===== src/design/ccp_pkg.sv =====
// Shared types and constants of the chain-code curve plotter.
package ccp_pkg;

  typedef enum logic [1:0] {
    ST_IDLE,
    ST_DECIDE,
    ST_WALK,
    ST_FLUSH
  } state_t;

  typedef enum logic [1:0] {
    AXIS_NONE = 2'd0,
    AXIS_X    = 2'd1,
    AXIS_Y    = 2'd2
  } axis_t;

  typedef struct packed {
    logic below;
    logic above;
  } region_t;

  localparam int unsigned CFG_IDX_BITS  = 2;
  localparam int unsigned CFG_DATA_BITS = 13;
  localparam int unsigned PIXEL_BITS    = 12;
  localparam int unsigned STEP_BITS     = 15;

  localparam logic [CFG_IDX_BITS-1:0] REG_RASTER_WIDTH  = 2'd0;
  localparam logic [CFG_IDX_BITS-1:0] REG_RASTER_HEIGHT = 2'd1;

  localparam logic [CFG_DATA_BITS-1:0] RASTER_MAX   = 13'd4096;
  localparam logic [CFG_DATA_BITS-1:0] RASTER_RESET = 13'd1024;

  localparam logic REQ_START   = 1'b0;
  localparam logic REQ_SEGMENT = 1'b1;

endpackage


===== src/design/ccp_in_if.sv =====
// Input channel of the curve plotter: start and segment items.
interface ccp_in_if;
  logic               valid;
  logic               ready;
  logic               req_type;
  logic signed [15:0] start_x;
  logic signed [15:0] start_y;
  logic signed [4:0]  delta_x;
  logic signed [4:0]  delta_y;
  logic [15:0]        step_bits;

  modport source (
    output valid, req_type, start_x, start_y, delta_x, delta_y, step_bits,
    input  ready
  );
  modport sink (
    input  valid, req_type, start_x, start_y, delta_x, delta_y, step_bits,
    output ready
  );
endinterface


===== src/design/ccp_out_if.sv =====
// Result channel of the curve plotter: one pixel per transfer.
interface ccp_out_if;
  logic        valid;
  logic        ready;
  logic [11:0] pixel_x;
  logic [11:0] pixel_y;
  logic        last_pixel;

  modport source (
    output valid, pixel_x, pixel_y, last_pixel,
    input  ready
  );
  modport sink (
    input  valid, pixel_x, pixel_y, last_pixel,
    output ready
  );
endinterface


===== src/design/ccp_region.sv =====
// Classifies one coordinate as below zero, inside, or at or beyond a raster limit.
module ccp_region #(
  parameter int unsigned XW = 17
) (
  input  logic signed [XW-1:0] coord,
  input  logic [12:0]          limit,
  output ccp_pkg::region_t     region
);
  logic signed [XW-1:0] limit_s;

  assign limit_s       = XW'(limit);
  assign region.below  = coord[XW-1];
  assign region.above  = coord >= limit_s;
endmodule


===== src/design/chain_code_curve_plotter_top.sv =====
// Top level of the chain-code curve plotter.
//
// Items arrive on in_ch. A start item places the pen and is done in the
// cycle of its transfer. A segment item moves the pen and, unless it is
// zero, pen-up or a non-diagonal segment wholly outside the raster, walks
// its steps; the pixels that fall inside the raster leave on out_ch, the
// final one of each item marked with last_pixel. A segment is classified
// in ST_DECIDE, walks its steps (up to MAX_STEPS) in ST_WALK and then
// releases the held pixel in ST_FLUSH.
// Unless stalled, the step walker moves the pen position by one pixel per
// cycle and takes one step bit per cycle from a shift register; that loop
// sets the rate. A new item is taken only when the previous one has
// finished walking, while its final pixel may still sit in the output
// register. When out_ch stalls, the walker holds as soon as it finds a
// pixel with both the held pixel and the output register full.
// Reset gives the pen the origin, no previous major axis and raster limits
// of 1024 by 1024. The cfg port writes the raster width and height;
// values above 4096 act as 4096.
module chain_code_curve_plotter_top #(
  parameter int unsigned COORD_BITS = 16,
  parameter int unsigned MAX_STEPS  = 15
) (
  input  logic                              clk,
  input  logic                              rst_n,
  ccp_in_if.sink                            in_ch,
  ccp_out_if.source                         out_ch,
  input  logic                              cfg_we,
  input  logic [ccp_pkg::CFG_IDX_BITS-1:0]  cfg_index,
  input  logic [ccp_pkg::CFG_DATA_BITS-1:0] cfg_wdata
);
  localparam int unsigned XW       = (COORD_BITS + 1 > 14) ? COORD_BITS + 1 : 14;
  localparam int unsigned CNT_BITS = $clog2(MAX_STEPS + 1);
  localparam int unsigned PB       = ccp_pkg::PIXEL_BITS;
  localparam int unsigned SB       = ccp_pkg::STEP_BITS;

  ccp_pkg::state_t                    state_r, state_nxt;
  logic [ccp_pkg::CFG_DATA_BITS-1:0]  raster_w_r, raster_h_r, cfg_clamped;
  logic [COORD_BITS-1:0]              pen_x_r, pen_x_nxt, pen_y_r, pen_y_nxt;
  ccp_pkg::axis_t                     axis_r, axis_nxt;
  logic                               lsx_r, lsx_nxt;
  logic signed [4:0]                  dx_r, dx_nxt, dy_r, dy_nxt;
  logic [SB-1:0]                      steps_r, steps_nxt;
  logic                               pen_up_r, pen_up_nxt;
  logic                               diag_r, diag_nxt, xmaj_r, xmaj_nxt;
  logic [CNT_BITS-1:0]                cnt_r, cnt_nxt;
  logic signed [XW-1:0]               wx_r, wx_nxt, wy_r, wy_nxt;
  logic                               pend_v_r, pend_v_nxt;
  logic [PB-1:0]                      pend_x_r, pend_x_nxt, pend_y_r, pend_y_nxt;
  logic                               out_v_r, out_v_nxt;
  logic [PB-1:0]                      out_x_r, out_x_nxt, out_y_r, out_y_nxt;
  logic                               out_last_r, out_last_nxt;

  logic signed [5:0]     dxe, dye;
  logic [5:0]            ax, ay, sum_a, walk_len;
  logic                  seg_zero, seg_diag, seg_xmaj, outside, inside0, axis_chg;
  ccp_pkg::axis_t        code;
  logic [COORD_BITS-1:0] npx, npy;
  logic signed [XW-1:0]  npx_s, npy_s, wx_step, wy_step;
  ccp_pkg::region_t      rx0, ry0, rnx, rny, rwx, rwy;
  logic                  isx, hit, slot_free, walk_en, flush_push, in_xfer;

  assign dxe     = 6'(dx_r);
  assign dye     = 6'(dy_r);
  assign ax      = dxe[5] ? 6'(-dxe) : 6'(dxe);
  assign ay      = dye[5] ? 6'(-dye) : 6'(dye);
  assign sum_a   = ax + ay;
  assign seg_zero = (sum_a == 6'd0);
  assign seg_diag = (ax == ay);
  assign seg_xmaj = (ax > ay);
  assign code     = seg_xmaj ? ccp_pkg::AXIS_X : ccp_pkg::AXIS_Y;
  assign npx      = pen_x_r + COORD_BITS'(dx_r);
  assign npy      = pen_y_r + COORD_BITS'(dy_r);
  assign npx_s    = XW'($signed(npx));
  assign npy_s    = XW'($signed(npy));

  ccp_region #(.XW(XW)) u_rx0 (.coord(wx_r),    .limit(raster_w_r), .region(rx0));
  ccp_region #(.XW(XW)) u_ry0 (.coord(wy_r),    .limit(raster_h_r), .region(ry0));
  ccp_region #(.XW(XW)) u_rnx (.coord(npx_s),   .limit(raster_w_r), .region(rnx));
  ccp_region #(.XW(XW)) u_rny (.coord(npy_s),   .limit(raster_h_r), .region(rny));
  ccp_region #(.XW(XW)) u_rwx (.coord(wx_step), .limit(raster_w_r), .region(rwx));
  ccp_region #(.XW(XW)) u_rwy (.coord(wy_step), .limit(raster_h_r), .region(rwy));

  assign inside0  = (rx0 == '0) && (ry0 == '0);
  assign outside  = !inside0 && (((rx0 != '0) && (rx0 == rnx)) ||
                                 ((ry0 != '0) && (ry0 == rny)));
  assign axis_chg = ((axis_r == ccp_pkg::AXIS_NONE) ||
                     (lsx_r != (axis_r == ccp_pkg::AXIS_X))) && (axis_r != code);
  assign walk_len = seg_diag ? ((ax > 6'(MAX_STEPS)) ? 6'(MAX_STEPS) : ax)
                             : ((sum_a > 6'(MAX_STEPS)) ? 6'(MAX_STEPS) : sum_a);

  assign isx     = diag_r | steps_r[SB-1];
  assign wx_step = (diag_r || isx) ? (dx_r[4] ? wx_r - XW'(1) : wx_r + XW'(1)) : wx_r;
  assign wy_step = (diag_r || !isx) ? (dy_r[4] ? wy_r - XW'(1) : wy_r + XW'(1)) : wy_r;
  assign hit     = (diag_r || (isx == xmaj_r)) && (rwx == '0) && (rwy == '0);
  assign slot_free = !out_v_r || out_ch.ready;

  assign cfg_clamped = (cfg_wdata > ccp_pkg::RASTER_MAX) ? ccp_pkg::RASTER_MAX : cfg_wdata;

  // Output decode of the sequencer.
  always_comb begin
    in_ch.ready = 1'b0;
    walk_en     = 1'b0;
    flush_push  = 1'b0;
    case (state_r)
      ccp_pkg::ST_IDLE: begin
        in_ch.ready = 1'b1;
      end
      ccp_pkg::ST_WALK: begin
        walk_en = !(hit && pend_v_r && !slot_free);
      end
      ccp_pkg::ST_FLUSH: begin
        flush_push = pend_v_r && slot_free;
      end
      default: begin
        in_ch.ready = 1'b0;
      end
    endcase
  end

  assign in_xfer = in_ch.valid && in_ch.ready;

  // Next state of the sequencer.
  always_comb begin
    state_nxt = state_r;
    case (state_r)
      ccp_pkg::ST_IDLE: begin
        if (in_xfer && (in_ch.req_type == ccp_pkg::REQ_SEGMENT)) begin
          state_nxt = ccp_pkg::ST_DECIDE;
        end
      end
      ccp_pkg::ST_DECIDE: begin
        if (seg_zero) begin
          state_nxt = ccp_pkg::ST_IDLE;
        end else if (pen_up_r || (!seg_diag && outside)) begin
          state_nxt = ccp_pkg::ST_FLUSH;
        end else begin
          state_nxt = ccp_pkg::ST_WALK;
        end
      end
      ccp_pkg::ST_WALK: begin
        if (walk_en && (cnt_r == CNT_BITS'(1))) begin
          state_nxt = ccp_pkg::ST_FLUSH;
        end
      end
      ccp_pkg::ST_FLUSH: begin
        if (!pend_v_r || slot_free) begin
          state_nxt = ccp_pkg::ST_IDLE;
        end
      end
      default: begin
        state_nxt = ccp_pkg::ST_IDLE;
      end
    endcase
  end

  // Datapath next values.
  always_comb begin
    pen_x_nxt    = pen_x_r;
    pen_y_nxt    = pen_y_r;
    axis_nxt     = axis_r;
    lsx_nxt      = lsx_r;
    dx_nxt       = dx_r;
    dy_nxt       = dy_r;
    steps_nxt    = steps_r;
    pen_up_nxt   = pen_up_r;
    diag_nxt     = diag_r;
    xmaj_nxt     = xmaj_r;
    cnt_nxt      = cnt_r;
    wx_nxt       = wx_r;
    wy_nxt       = wy_r;
    pend_v_nxt   = pend_v_r;
    pend_x_nxt   = pend_x_r;
    pend_y_nxt   = pend_y_r;
    out_v_nxt    = out_v_r && !out_ch.ready;
    out_x_nxt    = out_x_r;
    out_y_nxt    = out_y_r;
    out_last_nxt = out_last_r;

    if (state_r == ccp_pkg::ST_IDLE && in_xfer) begin
      if (in_ch.req_type == ccp_pkg::REQ_START) begin
        pen_x_nxt = COORD_BITS'(in_ch.start_x);
        pen_y_nxt = COORD_BITS'(in_ch.start_y);
        axis_nxt  = ccp_pkg::AXIS_NONE;
        lsx_nxt   = 1'b0;
      end else begin
        dx_nxt     = in_ch.delta_x;
        dy_nxt     = in_ch.delta_y;
        steps_nxt  = in_ch.step_bits[SB-1:0];
        pen_up_nxt = in_ch.step_bits[SB];
        wx_nxt     = XW'($signed(pen_x_r));
        wy_nxt     = XW'($signed(pen_y_r));
      end
    end

    if (state_r == ccp_pkg::ST_DECIDE) begin
      pen_x_nxt = npx;
      pen_y_nxt = npy;
      diag_nxt  = seg_diag;
      xmaj_nxt  = seg_xmaj;
      cnt_nxt   = CNT_BITS'(walk_len);
      if (!seg_zero) begin
        if (seg_diag) begin
          lsx_nxt = pen_up_r;
        end else begin
          axis_nxt = code;
          if (axis_chg && inside0) begin
            pend_v_nxt = 1'b1;
            pend_x_nxt = wx_r[PB-1:0];
            pend_y_nxt = wy_r[PB-1:0];
          end
          if (pen_up_r) begin
            lsx_nxt = 1'b1;
          end else if (outside) begin
            lsx_nxt = 1'b0;
          end
        end
      end
    end

    if (walk_en) begin
      wx_nxt    = wx_step;
      wy_nxt    = wy_step;
      steps_nxt = {steps_r[SB-2:0], 1'b0};
      cnt_nxt   = cnt_r - CNT_BITS'(1);
      if (!diag_r) begin
        lsx_nxt = isx;
      end
      if (hit) begin
        if (pend_v_r) begin
          out_v_nxt    = 1'b1;
          out_x_nxt    = pend_x_r;
          out_y_nxt    = pend_y_r;
          out_last_nxt = 1'b0;
        end
        pend_v_nxt = 1'b1;
        pend_x_nxt = wx_step[PB-1:0];
        pend_y_nxt = wy_step[PB-1:0];
      end
    end

    if (flush_push) begin
      out_v_nxt    = 1'b1;
      out_x_nxt    = pend_x_r;
      out_y_nxt    = pend_y_r;
      out_last_nxt = 1'b1;
      pend_v_nxt   = 1'b0;
    end
  end

  always_ff @(posedge clk) begin
    if (!rst_n) begin
      state_r    <= ccp_pkg::ST_IDLE;
      raster_w_r <= ccp_pkg::RASTER_RESET;
      raster_h_r <= ccp_pkg::RASTER_RESET;
      pen_x_r    <= '0;
      pen_y_r    <= '0;
      axis_r     <= ccp_pkg::AXIS_NONE;
      lsx_r      <= 1'b0;
      pend_v_r   <= 1'b0;
      out_v_r    <= 1'b0;
      cnt_r      <= '0;
    end else begin
      state_r  <= state_nxt;
      pen_x_r  <= pen_x_nxt;
      pen_y_r  <= pen_y_nxt;
      axis_r   <= axis_nxt;
      lsx_r    <= lsx_nxt;
      pend_v_r <= pend_v_nxt;
      out_v_r  <= out_v_nxt;
      cnt_r    <= cnt_nxt;
      if (cfg_we && (cfg_index == ccp_pkg::REG_RASTER_WIDTH)) begin
        raster_w_r <= cfg_clamped;
      end
      if (cfg_we && (cfg_index == ccp_pkg::REG_RASTER_HEIGHT)) begin
        raster_h_r <= cfg_clamped;
      end
    end
  end

  always_ff @(posedge clk) begin
    dx_r       <= dx_nxt;
    dy_r       <= dy_nxt;
    steps_r    <= steps_nxt;
    pen_up_r   <= pen_up_nxt;
    diag_r     <= diag_nxt;
    xmaj_r     <= xmaj_nxt;
    wx_r       <= wx_nxt;
    wy_r       <= wy_nxt;
    pend_x_r   <= pend_x_nxt;
    pend_y_r   <= pend_y_nxt;
    out_x_r    <= out_x_nxt;
    out_y_r    <= out_y_nxt;
    out_last_r <= out_last_nxt;
  end

  assign out_ch.valid      = out_v_r;
  assign out_ch.pixel_x    = out_x_r;
  assign out_ch.pixel_y    = out_y_r;
  assign out_ch.last_pixel = out_last_r;

  a_idle_no_pending: assert property (@(posedge clk) disable iff (!rst_n)
    (state_r == ccp_pkg::ST_IDLE) |-> !pend_v_r)
    else $error("pixel still held while the plotter is idle");

  a_walk_count: assert property (@(posedge clk) disable iff (!rst_n)
    (state_r == ccp_pkg::ST_WALK) |-> (cnt_r != '0))
    else $error("walker running with no steps left");

  a_pixel_in_raster: assert property (@(posedge clk) disable iff (!rst_n)
    out_v_r |-> ((13'(out_x_r) < raster_w_r) && (13'(out_y_r) < raster_h_r)))
    else $error("emitted pixel lies outside the raster");

  a_flush_done: assert property (@(posedge clk) disable iff (!rst_n)
    ((state_r == ccp_pkg::ST_FLUSH) && !pend_v_r) |=> (state_r == ccp_pkg::ST_IDLE))
    else $error("flush with nothing held did not return to idle");

endmodule

===== src/flat_wrapper.sv =====
// flat-port wrapper written by rule: the top's interface ports become plain ports
module chain_code_curve_plotter_top_flat 
#(
  parameter int unsigned COORD_BITS = 16,
  parameter int unsigned MAX_STEPS  = 15
)
  (clk, rst_n, cfg_we, cfg_index, cfg_wdata, in_ch_valid, in_ch_req_type, in_ch_start_x, in_ch_start_y, in_ch_delta_x, in_ch_delta_y, in_ch_step_bits, in_ch_ready, out_ch_valid, out_ch_pixel_x, out_ch_pixel_y, out_ch_last_pixel, out_ch_ready);
  ccp_in_if in_ch_i ();
  ccp_out_if out_ch_i ();
  input  logic clk;
  input  logic rst_n;
  input  logic cfg_we;
  input  logic [ccp_pkg::CFG_IDX_BITS-1:0] cfg_index;
  input  logic [ccp_pkg::CFG_DATA_BITS-1:0] cfg_wdata;
  input wire logic [$bits(in_ch_i.valid)-1:0] in_ch_valid;
  input wire logic [$bits(in_ch_i.req_type)-1:0] in_ch_req_type;
  input wire logic [$bits(in_ch_i.start_x)-1:0] in_ch_start_x;
  input wire logic [$bits(in_ch_i.start_y)-1:0] in_ch_start_y;
  input wire logic [$bits(in_ch_i.delta_x)-1:0] in_ch_delta_x;
  input wire logic [$bits(in_ch_i.delta_y)-1:0] in_ch_delta_y;
  input wire logic [$bits(in_ch_i.step_bits)-1:0] in_ch_step_bits;
  output wire logic [$bits(in_ch_i.ready)-1:0] in_ch_ready;
  output wire logic [$bits(out_ch_i.valid)-1:0] out_ch_valid;
  output wire logic [$bits(out_ch_i.pixel_x)-1:0] out_ch_pixel_x;
  output wire logic [$bits(out_ch_i.pixel_y)-1:0] out_ch_pixel_y;
  output wire logic [$bits(out_ch_i.last_pixel)-1:0] out_ch_last_pixel;
  input wire logic [$bits(out_ch_i.ready)-1:0] out_ch_ready;
  assign in_ch_i.valid = in_ch_valid;
  assign in_ch_i.req_type = in_ch_req_type;
  assign in_ch_i.start_x = in_ch_start_x;
  assign in_ch_i.start_y = in_ch_start_y;
  assign in_ch_i.delta_x = in_ch_delta_x;
  assign in_ch_i.delta_y = in_ch_delta_y;
  assign in_ch_i.step_bits = in_ch_step_bits;
  assign in_ch_ready = in_ch_i.ready;
  assign out_ch_valid = out_ch_i.valid;
  assign out_ch_pixel_x = out_ch_i.pixel_x;
  assign out_ch_pixel_y = out_ch_i.pixel_y;
  assign out_ch_last_pixel = out_ch_i.last_pixel;
  assign out_ch_i.ready = out_ch_ready;
  chain_code_curve_plotter_top #(.COORD_BITS(COORD_BITS), .MAX_STEPS(MAX_STEPS)) u_core (.clk(clk), .rst_n(rst_n), .in_ch(in_ch_i), .out_ch(out_ch_i), .cfg_we(cfg_we), .cfg_index(cfg_index), .cfg_wdata(cfg_wdata));
endmodule

===== config.mk =====
export PLATFORM = sky130hd
export DESIGN_NAME = chain_code_curve_plotter_top_flat
export DESIGN_NICKNAME = d
export VERILOG_FILES = /design/src/design/ccp_pkg.sv /design/src/design/ccp_in_if.sv /design/src/design/ccp_out_if.sv /design/src/design/ccp_region.sv /design/src/design/chain_code_curve_plotter_top.sv /design/src/flat_wrapper.sv
export SDC_FILE = /design/constraint.sdc
export NUM_CORES = 1
export LEC_CHECK = 0
export BUFFER_PORTS_ARGS = -buffer_cell sky130_fd_sc_hd__buf_2
export CAP_MARGIN = 20
export CORE_UTILIZATION = 30
export CTS_BUF_LIST = sky130_fd_sc_hd__clkbuf_2 sky130_fd_sc_hd__clkbuf_4 sky130_fd_sc_hd__clkbuf_8
export CTS_CLUSTER_DIAMETER = 80
export CTS_CLUSTER_SIZE = 10
export DETAILED_ROUTE_END_ITERATION = 10
export PLACE_DENSITY = 0.42
export SLEW_MARGIN = 20
export SYNTH_ARGS = -nofsm -noshare
export SYNTH_HDL_FRONTEND = slang
export SYNTH_SLANG_ARGS = --single-unit
export TNS_END_PERCENT = 5

===== constraint.sdc =====
create_clock -name clk -period 17.29 [get_ports clk]
set_input_delay 2.5935 -clock clk [delete_from_list [all_inputs] [get_ports clk]]
set_output_delay 2.5935 -clock clk [all_outputs]
set_load 0.05 [all_outputs]

==> metrics.md <==
| Metric | Value |
|---|---|
| Outcome | finished clean |
| Sw power | 752.9 µW |
| Slew Limit Fails | 0 |
| Clock Power Share | 16.8% |
| Overall Global Routing Usage | 19.06% |
| Max IR drop VDD | 0.05774 mV |
| Internal power | 985.2 µW |
| Total wire length | 40,710 µm |
| Cells after Synth | 1,406 |
| Initial Utilization | 30.49% |
| CTS tree | built |
| Slew HR | 46.26% |
| GPL Wtd Cong | 0.8581 |
| Async set-reset flop share out of synthesis | 0% |
| CTS Root Cell | clkbuf_8 |
| Crit path max fanout | 52 |
| Layout Utilization | 33.97% |
| Post-layout min period | 6305 ps |
| Final Hold Vio Count | 0 |
| Vias in the first global route | 10,460 |
| Vias/cell | 5.261 |
| Remaining global-route overflow | 0 |
| Crit. End Element | flip-flop |
| I/O pins | 106 |
| Seq/Total Area, Yosys | 34.75% |
| NumNets Final | 1,732 |
| Max stage delay cell, worst path | buf_4 |
| Hold buffer count at cts | 0 |
| Reg power frac | 34.6% |
| CP Data Arrival Time | 6510 ps |
| Switch share | 43.32% |
| Clk slew on worst S/H paths | 100 ps |
| Max stage delay on crit path | 560 ps |
| DR vias | 10,770 |
| Avg Cell Area, Syn | 9.117 µm² |
| CTS max path bufs | 2 |
| Measured slew at the worst slew-check pin | 805.0 ps |
| Die area | 0.04356 mm² |
| DP Area | 0.01390 mm² |
| Syn Nets | 1,643 |
| Setup Fix Bufs, Post-CTS | 0 |
| CORE AREA | 0.04204 mm² |
| Worst min path class | reg -> reg |
| Comb power frac | 48.6% |
| Row Count | 75 |
| Leakage power | 0.005910 µW |
| First-pass GRT wire length | 63,140 µm |
| Pre-Repair DR Iteration Count | 5 |
| Synthesized flop and latch total | 180 |
| CTS HTree Levels | 4 |
| Initial DRC count | 667 |
| Die width | 208.7 µm |
| Setup TNS | 0 ps |
| Commonest non-fill, non-tap cell in the layout | nand2_1 |
| Clk sinks | 180 |
| DP Cell Count | 2,014 |
| Crit share post-route | 36.47% |
| Layout Cells excl Fill | 2,047 |
| Most frequent cells in the layout | 178 x nand2_1, 153 x ha_1, 141 x a21oi_1 |
| Ant diodes | 0 |
| Worst Skew | 18.36 ps |
| Post-CTS Resized | 0 |
| Crit-path cells | buf_4, ha_1, a211oi_1, o2111ai_1, a21boi_0, o21ai_0, xnor2_1, a21oi_1, ha_1, a211o_1, a21oi_1, o21ai_0, nor4_1, o311ai_0, a21o_1, or3_4, nor4_4, buf_4, nand2_2, nand2_1, buf_8 |
| EDFF count, synth | 85 |
| Max Cap Violations | 0 |
| Num CTS Buffers | 17 |
| Area of the mapped netlist | 0.01282 mm² |
| Yosys cell types | 87 |
| Synth Warn # | 0 |
| Largest net degree at the start of global routing | 53 |
| Drc violations | 0 |
| Critical Path RT | 17,490 ps |
| Critical path class | reg -> reg |
| Top FF cell, synth | dfxtp_1 |
| Share of layout cells above drive strength 1 | 13.59% |
| Antenna violations before repair | 1 |
| Hpwl dp | 31,430 µm |
| Final instance area | 0.01428 mm² |
| Layout area overhead | 11.42% |
| Buffers added on ports | 105 |
| RSZ-0062 raised after global routing | no |
| Pwr/cell area | 121.7 mW/mm² |
| Clock Latency Late Sink | 500 ps |
| Die height | 208.7 µm |
| Hold_ws | 443.1 ps |
| Detail Route Antenna Nets | 0 |
| WL/cell | 19.89 µm |
| F_max | 0.1586 GHz |
| Startpoint Class | flip-flop |
| Final Setup Violations | 0 |
-- path summary, 6_finish.rpt --
check	startpoint	to	slack [ps]	cells after the start
worst max-delay path	u_core.dx_r[4]	u_core.out_ch.pixel_x[8]	10990	21
worst min register to register	u_core.pend_x_r[5]	u_core.out_ch.pixel_x[5]	440	0
worst min-delay path	u_core.pend_x_r[5]	u_core.out_ch.pixel_x[5]	440	0
worst max register to register	u_core.dx_r[4]	u_core.out_ch.pixel_x[8]	10990	21
-- Yosys cell counts (all sizes together) (6+ instances only) --
cell type / instances / share of area (%)
a211o: 6 / 0.41
a31oi: 10 / 0.49
nand2: 179 / 5.3
buf: 18 / 0.96
nand4: 10 / 0.49
a22oi: 25 / 1.5
o221ai: 9 / 0.61
o211ai: 7 / 0.41
xor2: 20 / 1.4
o21a: 15 / 0.88
a21oi: 141 / 5.5
nor4: 8 / 0.51
o31ai: 7 / 0.45
nor2: 61 / 1.8
mux2i: 28 / 2.2
edfxtp: 85 / 20
ha: 153 / 15
a211oi: 18 / 1.1
dfxtp: 95 / 15
mux2: 22 / 1.9
nor2b: 24 / 1.2
or3: 8 / 0.43
a21o: 29 / 1.7
a22o: 16 / 1.1
clkbuf: 32 / 0.95
nand3: 22 / 0.86
o21bai: 6 / 0.35
nand2b: 22 / 1.1
o21ai: 108 / 4.5
xnor2: 40 / 2.7
nor3: 18 / 0.74
inv: 67 / 2.0
and2: 6 / 0.29
-- cell families (layout without fill, tap and decap cells) --
kind of cell	count (synthesis)	after routing	synth area share, %
DFF	180	180	34.75
other	2	2	0.05859
buffers and inverters	118	220	3.895
xor gates and xnor gates	60	60	4.100
and+or+nand+nor	389	389	14.53
adders and majority gates	158	158	15.72
muxes	50	50	4.119
AOI/OAI and AO/OA	449	449	22.83
-- power by group through the flow --
| stage | sequential [µW] | clock, µW | combinational [µW] |
|---|---|---|---|
| 6_report | 602 | 291 | 845 |
| 5_1_grt | 612 | 318 | 961 |
| 4_1_cts | 602 | 305 | 849 |
| 3_5_place_dp | 611 | 0 | 843 |
| 3_3_place_gp | 612 | 0 | 843 |
| 2_1_floorplan | 576 | 0 | 630 |
-- cell type report --
cell class	instances	area, µm²
clock inverter	14	126.4
fill	4377	27760
clock buffer	18	241.5
multi-input combinational	1108	7885
sequential	180	4454
tap	539	674.4
inverter	68	255.2
timing repair buffer	120	645.6
-- state kept, by name, indices dropped and copies added (netlist names), 13 cells and up, named ones only --
name / cells
u_core.steps_r: 15
u_core.pen_x_r: 16
u_core.wx_r: 17
u_core.wy_r: 17
u_core.raster_w_r: 13
u_core.pen_y_r: 16
u_core.raster_h_r: 13
-- critical path, delay by kind of cell, from the launching register on --
| kind | cells | cell delay (ps) |
|---|---|---|
| xor gates and xnor gates | 1 | 160 |
| and+or+nand+nor | 5 | 1360 |
| buffers and inverters | 3 | 1200 |
| DFF | 1 | 330 |
| AOI/OAI and AO/OA | 10 | 2250 |
| adders and majority gates | 2 | 680 |
-- routing by layer --
| metal | up-vias | wire (µm) | GRT usage, % |
|---|---|---|---|
| met5 | - | 0 | 0 |
| met4 | 0 | 476 | 4.108 |
| met3 | 24 | 1506 | 2.795 |
| met2 | 217 | 17060 | 28.44 |
| met1 | 5116 | 21670 | 28.71 |
| li1 | 5412 | - | - |
-- stage by stage --
step / power (µW) / setup slack (ps)
3_3_place_gp: 1456 / 10860
2_1_floorplan: 1206 / 11390
6_report: 1738 / 10990
5_1_grt: 1890 / 10280
4_1_cts: 1756 / 10710
3_5_place_dp: 1455 / 10750
No activity file was read; power rests on OpenSTA's default activity.
